`src/design/assert_macros.svh`:
```
// Assertion helpers for the array list engine.
`ifndef ASSERT_MACROS_SVH
`define ASSERT_MACROS_SVH
`ifndef SYNTHESIS
`define ALE_ASSERT_IMP(label, clk, rst_n, ante, cons, msg) \
    label: assert property (@(posedge clk) disable iff (!rst_n) (ante) |-> (cons)) \
        else $error(msg);
`define ALE_ASSERT_NXT(label, clk, rst_n, ante, cons, msg) \
    label: assert property (@(posedge clk) disable iff (!rst_n) (ante) |=> (cons)) \
        else $error(msg);
`else
`define ALE_ASSERT_IMP(label, clk, rst_n, ante, cons, msg)
`define ALE_ASSERT_NXT(label, clk, rst_n, ante, cons, msg)
`endif
`endif

```
`src/design/ale_pkg.sv`:
```
`timescale 1ns / 1ps
package ale_pkg;
    localparam int CAPACITY_DEF  = 16;
    localparam int WORD_BITS_DEF = 32;

    typedef enum logic [3:0] {
        OP_APPEND = 4'd0, OP_INSERT = 4'd1, OP_DELETE = 4'd2, OP_GET = 4'd3,
        OP_SET = 4'd4, OP_LSEARCH = 4'd5, OP_BSEARCH = 4'd6, OP_SINSERT = 4'd7,
        OP_REVERSE = 4'd8, OP_ROTL = 4'd9, OP_ROTR = 4'd10, OP_QUERY = 4'd11
    } t_op;

    localparam logic [1:0] ST_OK = 2'd0;
    localparam logic [1:0] ST_FULL = 2'd1;
    localparam logic [1:0] ST_BADIDX = 2'd2;
    localparam logic [1:0] ST_NOTFOUND = 2'd3;

    localparam logic [1:0] RO_NONE = 2'd0;
    localparam logic [1:0] RO_PREV = 2'd1;
    localparam logic [1:0] RO_FIRST = 2'd2;

    localparam logic CFG_CAP = 1'b0;
    localparam logic CFG_REORDER = 1'b1;

    // per-cycle command broadcast to every cell
    typedef enum logic [2:0] {
        CC_HOLD, CC_LOAD_X, CC_SHIFT_UP, CC_SHIFT_DN, CC_SWAP_AB
    } t_cell_cmd;

    typedef enum logic [2:0] {
        S_IDLE, S_BSRCH, S_REV, S_SUM, S_DONE
    } t_state;

    typedef struct packed {
        logic [3:0]  opcode;
        logic [4:0]  position_in;
        logic signed [31:0] operand_value;
    } t_req;

    typedef struct packed {
        logic [1:0]  status;
        logic signed [31:0] read_value;
        logic [3:0]  found_at;
        logic [4:0]  count;
        logic signed [31:0] smallest;
        logic signed [31:0] largest;
        logic signed [35:0] total;
        logic        is_ordered;
    } t_rsp;
endpackage

```
`src/design/ale_cell.sv`:
```
`timescale 1ns / 1ps
// One list slot. Holds a word and moves it to or from its neighbors.
module ale_cell #(
    parameter int WORD_BITS = ale_pkg::WORD_BITS_DEF,
    parameter int IDX_BITS  = 4
) (
    input  logic                  i_clk,
    input  ale_pkg::t_cell_cmd    i_cmd,
    input  logic [IDX_BITS-1:0]   i_self,
    input  logic [IDX_BITS:0]     i_lo,      // first index affected
    input  logic [IDX_BITS:0]     i_hi,      // one past last index in the range
    input  logic [IDX_BITS-1:0]   i_sa,
    input  logic [IDX_BITS-1:0]   i_sb,
    input  logic signed [WORD_BITS-1:0] i_x,
    input  logic signed [WORD_BITS-1:0] i_below, // neighbor at index-1
    input  logic signed [WORD_BITS-1:0] i_above, // neighbor at index+1
    input  logic signed [WORD_BITS-1:0] i_va,
    input  logic signed [WORD_BITS-1:0] i_vb,
    output logic signed [WORD_BITS-1:0] o_word
);
    logic signed [WORD_BITS-1:0] r_word, n_word;
    logic [IDX_BITS:0] w_self;
    logic              w_in;

    assign w_self = {1'b0, i_self};
    assign w_in   = (w_self >= i_lo) && (w_self < i_hi);

    always_comb begin
        n_word = r_word;
        case (i_cmd)
            ale_pkg::CC_LOAD_X:   if (w_self == i_lo) n_word = i_x;
            ale_pkg::CC_SHIFT_UP: if (w_self == i_lo) n_word = i_x;
                                  else if (w_in) n_word = i_below;
            // shift down; the slot just past the range takes i_x (rotate-left tail)
            ale_pkg::CC_SHIFT_DN: if (w_in) n_word = i_above;
                                  else if (w_self == i_hi) n_word = i_x;
            ale_pkg::CC_SWAP_AB: begin
                if (i_self == i_sa) n_word = i_vb;
                else if (i_self == i_sb) n_word = i_va;
            end
            default: n_word = r_word;
        endcase
    end

    always_ff @(posedge i_clk) begin
        r_word <= n_word;
    end
    assign o_word = r_word;
endmodule

```
`config.mk`:
```
export PLATFORM = sky130hd
export DESIGN_NAME = ale_cell
export DESIGN_NICKNAME = d
export VERILOG_FILES = /design/src/design/assert_macros.svh /design/src/design/ale_pkg.sv /design/src/design/ale_cell.sv
export SDC_FILE = /design/constraint.sdc
export NUM_CORES = 1
export LEC_CHECK = 0
export ABC_AREA = 1
export BUFFER_PORTS_ARGS = -buffer_cell sky130_fd_sc_hd__buf_4
export CAP_MARGIN = 20
export CORE_ASPECT_RATIO = 0.9
export CORE_MARGIN = 2
export CORE_UTILIZATION = 48
export CTS_CLUSTER_DIAMETER = 120
export DETAILED_ROUTE_END_ITERATION = 16
export PLACE_DENSITY = 0.88
export SETUP_SLACK_MARGIN = 0.2
export SLEW_MARGIN = 20
export SYNTH_ARGS = -nofsm -noshare
export SYNTH_HDL_FRONTEND = slang
export SYNTH_SLANG_ARGS = --single-unit
```
`constraint.sdc`:
```
create_clock -name i_clk -period 6.1 [get_ports i_clk]
set_clock_uncertainty 0.15 [all_clocks]
set_input_delay 0.61 -clock i_clk [delete_from_list [all_inputs] [get_ports i_clk]]
set_output_delay 0.61 -clock i_clk [all_outputs]
set_load 0.02 [all_outputs]
```
==> summary.txt, run 1 <==
Status
  – Outcome: finished clean

Drt
  – First-pass iteration count of the detailed router: 7
  – Via-per-instance ratio: 5.57
  – Initial detailed-routing violation count: about 320
  – Remaining routing DRC violations: 0
  – Via Count: about 4700
  – ANT nets after route: 0
  – DRT Wirelength: between 10000 and 15000 um
  – Routed wire per std cell: between 15 and 20 um

Placed design
  – Number of buffers added on ports: ~220
  – Placed cell area: 5240 um^2
  – Post-DP HPWL: roughly 9800 um
  – GPL Wtd Cong: ~0.90

Global routing
  – Remaining global-route overflow: 0
  – Largest net degree at the start of global routing: 67
  – Vias in the first global route: approximately 4500
  – Initial antenna violation count: 0
  – Overall Global Routing Usage: roughly a third
  – First-pass GRT wire length: about 21000 um

Clocking
  – CTS max path bufs: 2
  – PostCTS Resize Cnt: 0
  – CTS Sinks: 32
  – CTS Hold Bufs: 0
  – Root Buffer: clkbuf_8
  – CTS tree: done
  – Clock-pin slew on the worst setup and hold paths: 0.06 ns
  – Post-CTS setup buffers: 0
  – Max H-tree Level: 2
  – Cts bufs inserted: 5

Power and ir drop
  – PwrDens: approximately 150 nW/um^2
  – Peak supply drop: between 70 and 80 uV
  – Overall Power: 807 uW
  – Leakage: approximately 2.7 nW

Layout
  – Ant. Diodes: 0
  – Layout cells sized above 1: roughly a third
  – Util after Layout: a little under three quarters
  – Largest register FFs: 32
  – Nets: around 950
  – Fill count: between 600 and 700
  – Fin area: ~5300 um^2
  – Area delta synth->final: 46.9%

Hold path
  – Hold WC Path Type: input port to flip-flop
  – Hold Crit Start: i_x[20]
  – Worst hold stages: 3
  – Worst-case hold path end point: o_word[20]

Yosys
  – XOR/XNOR share of the synthesized area: roughly 1.9%
  – Post-Syn Instances: around 560
  – Sequential fraction of the synthesis area: roughly a quarter
  – Post-synth design cell area: roughly 3600 um^2
  – Combinational family with the most area after synthesis: simple AND/OR/NAND/NOR gates
  – Area leader, netlist: edfxtp_1
  – Synth Area in Adders: 2.77%
  – Compound-gate portion of the synthesized area: 7.34%
  – #FFs+latches synth: 32
  – Ys Warns: 0
  – Distinct cells, synth: 22
  – Largest cells by area after synthesis: edfxtp_1 27%, nand2_1 15%, nand3_1 14%, inv_1 11%, nand3b_1 6.6%
  – Mapped Avg Cell Area: around 6.5 um^2
  – Top-area cell type share of the netlist area: about a quarter
  – Syn_nets: roughly 750
  – Simple-gate portion of the synthesized area: between 40% and 50%
  – Mux share of post-synthesis cell area: 0%

Setup path
  – Slowest CP cell: a21oi_4
  – Crit-path max cell delay: approximately 1.0 ns
  – Critical path cell sequence: buf_4, inv_1, ha_1, nand3_1, nor2_4, buf_4, nor2_1, nand2_2, nand2_2, a21oi_4
  – Critical path launch point type: input port
  – Worst path bufs/invs: 3
  – Arrival @ worst endpoint: approximately 4 ns
  – Largest delay contributor family on the critical path: simple AND/OR/NAND/NOR gates
  – Crit path capture type: flip-flop
  – Crit path required time: between 5 and 6 ns
  – CP Class: input port to flip-flop
  – Crit. path cell count: 10
  – Crit path max fanout: 66

Timing
  – Fmax: between 200 and 250 MHz
  – Unrepaired setup endpoints after global routing: no
  – Hold_ws: around 0.48 ns
  – Fin crit share: 70.3%
  – Pins over their slew limit: 0
  – Worst rel slew slack: slightly below 30%
  – Worst-Margin Slew: 1.05 ns
  – Hold Violations, Final: 0
  – # setup viols final: 0
  – Fin Setup TNS: 0 ns
  – Min cycle time layout: ~4.3 ns

Floorplanning
  – Die ar.: a little over 8000 um^2
  – Die boundary height: between 80 and 90 um
  – Num rows: 30
  – Die Width: about 95 um
  – Starting Density: between 40 and 50%
  – Core Area: 7430 um^2
  – IO Pins: about 220

Job
  – Max-cap viol count: 0
## area by class of cell
type                            count  area, um^2  area share [%]
Clock buffer                        5        68.8            1.30
Inverter                          111         417            7.84
Multi-Input combinational cell    377        2060            38.7
Sequential cell                    32         961            18.1
Tap cell                           96         120            2.26
Timing Repair Buffer              224        1690            31.8
## report_power, final
group | total [mW] | switching [mW] | internal, mW
sequential | 0.291 | 0.0108 | 0.280
clock | 0.149 | 0.0760 | 0.0735
combinational | 0.366 | 0.199 | 0.167
## through the flow
step / setup WS [ns] / std cells
after floorplan: 2.36 / 557
after global placement: 1.63 / 838
after detailed placement: 1.50 / 840
after CTS: 1.81 / 845
after global routing: 1.50 / 845
final: 1.81 / 845
## worst max-delay path by stage
stage,start,endpoint,slack [ns]
final,i_self[0],o_word[13],1.81
after global routing,i_self[0],o_word[11],1.50
after CTS,i_self[0],o_word[11],1.81
after detailed placement,i_self[0],o_word[14],1.50
after global placement,i_self[0],o_word[31],1.63
after floorplan,i_lo[2],o_word[0],2.36
## routing by layer
layer / global-route usage [%] / part of all wire (%) / vias to the layer above
li1: - / - / 2225
met1: 38.4 / 37 / 2107
met2: 54.9 / 49 / 318
met3: 7.04 / 11 / 56
met4: 15.1 / 3.8 / 0
met5: 0 / 0 / -
## Yosys cell counts, drive strengths merged
cell	instances
nand4	34
nand3b	32
buf	36
nor2	10
nand2	146
xnor2	4
a21oi	3
o21ai	2
edfxtp	32
xor2	4
inv	111
o211ai	32
nor3	3
nand3	99
ha	8
clkbuf	1
## logic make-up (layout without fill, tap and decap cells)
kind of cell | count (synthesis) | in the layout
AO/OA/AOI/OAI | 37 | 37
XOR/XNOR | 8 | 8
flip-flops | 32 | 32
AND/OR/NAND/NOR | 324 | 324
adder cells (fa/ha/maj) | 8 | 8
buffers and inverters | 148 | 340
## worst min-delay path: stages
cell,delay [ns]
buf_4,0.08
nand2_1,0.04
nand4_1,0.07
## layout by cell type (no fill, tap or decap), types with 4 or more instances in the layout
cell	instances
o211ai_1	32
clkbuf_8	5
nand2_1	143
buf_4	222
ha_1	8
xor2_1	4
nand4_1	34
nand3_1	99
nor2_1	4
inv_1	110
nand3b_1	32
xnor2_1	4
edfxtp_1	32
(Power assumes the default switching activity.)
==> inputs of run 2 (changes only) <==
--- a/config.mk
+++ b/config.mk
@@ -5,15 +5,15 @@
 export SDC_FILE = /design/constraint.sdc
 export NUM_CORES = 1
 export LEC_CHECK = 0
-export ABC_AREA = 1
+export ABC_AREA = 0
 export BUFFER_PORTS_ARGS = -buffer_cell sky130_fd_sc_hd__buf_4
 export CAP_MARGIN = 20
 export CORE_ASPECT_RATIO = 0.9
 export CORE_MARGIN = 2
-export CORE_UTILIZATION = 48
+export CORE_UTILIZATION = 35
 export CTS_CLUSTER_DIAMETER = 120
 export DETAILED_ROUTE_END_ITERATION = 16
-export PLACE_DENSITY = 0.88
+export PLACE_DENSITY = 0.77
 export SETUP_SLACK_MARGIN = 0.2
 export SLEW_MARGIN = 20
 export SYNTH_ARGS = -nofsm -noshare
==> constraint.sdc (replaced) <==
create_clock -name i_clk -period 3.6 [get_ports i_clk]
set_clock_uncertainty 0.15 [all_clocks]
set_input_delay 0.36 -clock i_clk [delete_from_list [all_inputs] [get_ports i_clk]]
set_output_delay 0.36 -clock i_clk [all_outputs]
set_load 0.02 [all_outputs]
==> summary.txt, run 2 <==
Hold path
  – Hold WC Path Type: input port to flip-flop
  – Worst hold stages: 3 (unchanged)

Layout
  – Fill count: 636 (+3.6%)
  – Ant. Diodes: 0 (unchanged)
  – Nets: 673 (-29%)
  – Layout cells sized above 1: 50.4% (+18 points)
  – Most frequent cells in the layout: 225 x buf_4, 96 x nand3_1, 32 x a22oi_1, 32 x edfxtp_1, 29 x mux2_1
  – Largest register FFs: 32 (unchanged)
  – Util after Layout: 61.8% (-9.7 points)
  – Area delta synth->final: 69.8%
  – Commonest non-fill, non-tap cell in the layout: buf_4

Clocking
  – Clock-pin slew on the worst setup and hold paths: 0.06 ns (about the same)
  – CTS max path bufs: 2 (unchanged)
  – Root Buffer: clkbuf_8
  – Max H-tree Level: 2 (unchanged)
  – Post-CTS setup buffers: 0 (unchanged)
  – PostCTS Resize Cnt: 0 (unchanged)
  – CTS Sinks: 32 (unchanged)
  – CTS Hold Bufs: 0 (unchanged)
  – Cts bufs inserted: 5 (unchanged)
  – CTS tree: done

Timing
  – Worst-Margin Slew: 0.789 ns (-0.266 ns)
  – Pins over their slew limit: 0 (unchanged)
  – Unrepaired setup endpoints after global routing: no
  – Worst rel slew slack: 47.4% (+18 points)
  – Fmax: between 400 and 500 MHz
  – Fin worst setup slack: 1.21 ns (-0.606 ns)
  – Hold Violations, Final: 0 (unchanged)
  – # setup viols final: 0 (unchanged)
  – Fin Setup TNS: 0 ns (unchanged)
  – Fin crit share: between 60% and 70%
  – Min cycle time layout: between 2 and 2.5 ns

Global routing
  – First-pass GRT wire length: 14300 um (-31%)
  – Largest net degree at the start of global routing: 34 (-49%)
  – Overall Global Routing Usage: 22.6% (-9.5 points)
  – Initial antenna violation count: 0 (unchanged)
  – Vias in the first global route: 2965 (-34%)
  – Remaining global-route overflow: 0 (unchanged)

Setup path
  – CP Class: input port to flip-flop
  – Crit-path max cell delay: 0.62 ns (-0.39 ns)
  – Largest delay contributor family on the critical path: compound AO/OA/AOI/OAI gates
  – Crit path required time: 3.38 ns (-2.47 ns)
  – Arrival @ worst endpoint: 2.18 ns (-1.86 ns)
  – Critical path launch point type: input port
  – Slowest CP cell: o31a_2
  – Crit path capture: o_word[12]
  – Crit. path cell count: 6 (-4)
  – Critical path cell sequence: buf_4, ha_1, a21oi_1, or3b_2, o2111a_1, o31a_2
  – Worst path bufs/invs: 1 (-2)
  – Crit path capture type: flip-flop
  – Crit path max fanout: 32 (-52%)
  – Worst Setup SP: i_self[2]

Yosys
  – Primary FF master, synth: edfxtp_1
  – Area leader, netlist: edfxtp_1
  – Sequential fraction of the synthesis area: 37.1% (+11 points)
  – Post-Syn Instances: 270 (-52%)
  – EDFF count, synth: 32 (unchanged)
  – #FFs+latches synth: 32 (unchanged)
  – Post-synth design cell area: 2590 um^2 (-28%)
  – Distinct cells, synth: 32 (+45%)
  – Largest cells by area after synthesis: edfxtp_1 37%, nand3_1 19%, mux2_1 13%, a22oi_1 9.3%, ha_1 3.9%
  – Ys Warns: 0 (unchanged)
  – Most common cell in the synthesized netlist: nand3_1
  – Post-synth ARST share: 0% (unchanged)
  – Post-synth top cells: 96 x nand3_1, 32 x a22oi_1, 32 x edfxtp_1, 29 x mux2_1, 15 x buf_2
  – Syn_nets: 464 (-38%)
  – Top-area cell type share of the netlist area: 37.1% (+11 points)
  – Mapped Avg Cell Area: 9.58 um^2 (+48%)

Floorplanning
  – Num rows: 29 (-3.3%)
  – Starting Density: 36.4% (-12 points)
  – Die Width: 94.6 um (-0.90%)
  – IO Pins: 218 (unchanged)
  – Die ar.: 8100 um^2 (-1.8%)
  – Core Area: 7110 um^2 (-4.3%)
  – Die boundary height: 85.6 um (-0.89%)

Drt
  – First-pass iteration count of the detailed router: 4 (-3)
  – Initial detailed-routing violation count: 107 (-67%)
  – Routed wire per std cell: 16.8 um (+6.4%)
  – Remaining routing DRC violations: 0 (unchanged)
  – Via-per-instance ratio: 5.23 (-6.0%)
  – Via Count: 2999 (-36%)
  – DRT Wirelength: 9620 um (-28%)
  – ANT nets after route: 0 (unchanged)

Power and ir drop
  – Leakage: 2.02 nW (-26%)
  – Peak supply drop: 149 uV (+95%)
  – PwrDens: 284 nW/um^2 (+87%)
  – Overall Power: 1.25 mW (+55%)

Job
  – Max-cap viol count: 0 (unchanged)

Status
  – Outcome: finished clean

Placed design
  – GPL Wtd Cong: 0.923 (+2.5%)
  – Number of buffers added on ports: 217 (unchanged)
  – DP Worst Slack: 0.918 ns (-0.585 ns)
==> run 2: changes by cell type after synthesis, sizes merged, moves of 18 or more <==
cell    previous run  this run
nand4             34         1
a22oi              0        32
inv              111        10
buf               36        18
o211ai            32         0
nand3b            32         0
mux2               0        32
nand2            146         2
==> run 2: layer usage <==
layer  global-route usage (%)  routed length [um]
met1                     27.4                3790
met2                     39.8                4820
met3                     4.57                 773
met4                     8.04                 242
met5                        0                   0
==> run 2: logic make-up after synthesis <==
logic type	share of synthesized area, %
simple gates	22.7
xor+xnor	2.71
buf+inv	6.38
fa+ha+maj	3.87
compound gates	13.2
mux	13.9
flops	37.1
==> run 2: final cells by class <==
type / count / area, um^2 / share of cell area (%)
Tap cell: 93 / 116 / 2.65
Timing Repair Buffer: 225 / 1690 / 38.5
Multi-Input combinational cell: 205 / 1480 / 33.7
Sequential cell: 32 / 961 / 21.9
Inverter: 10 / 37.5 / 0.854
Clock inverter: 2 / 35.0 / 0.797
Clock buffer: 6 / 72.6 / 1.65
==> run 2: worst min path at each step <==
stage	start	endpoint	slack [ns]
after floorplan	i_x[0]	o_word[0]	0.42
after global placement	i_x[12]	o_word[12]	0.51
after detailed placement	i_x[6]	o_word[6]	0.51
after CTS	i_x[6]	o_word[6]	0.22
after global routing	i_x[27]	o_word[27]	0.22
final	i_x[30]	o_word[30]	0.23
==> run 2: stage by stage <==
step | instance area, um^2 | hold WS, ns | cells
after global placement | 4290 | 0.509 | 565
after CTS | 4390 | 0.216 | 573
after detailed placement | 4290 | 0.511 | 565
after floorplan | 2590 | 0.419 | 270
after global routing | 4390 | 0.223 | 573
final | 4390 | 0.227 | 573
==> run 2: tightest hold or removal path: cells and delay by family <==
family	cells	cell delay, ns
AND/OR/NAND/NOR	2	0.11
buffers and inverters	1	0.08
==> run 2: report_power, final <==
part | total, mW | switching [mW] | internal [mW]
sequential | 0.469 | 0.0103 | 0.459
combinational | 0.448 | 0.208 | 0.240
clock | 0.332 | 0.127 | 0.205
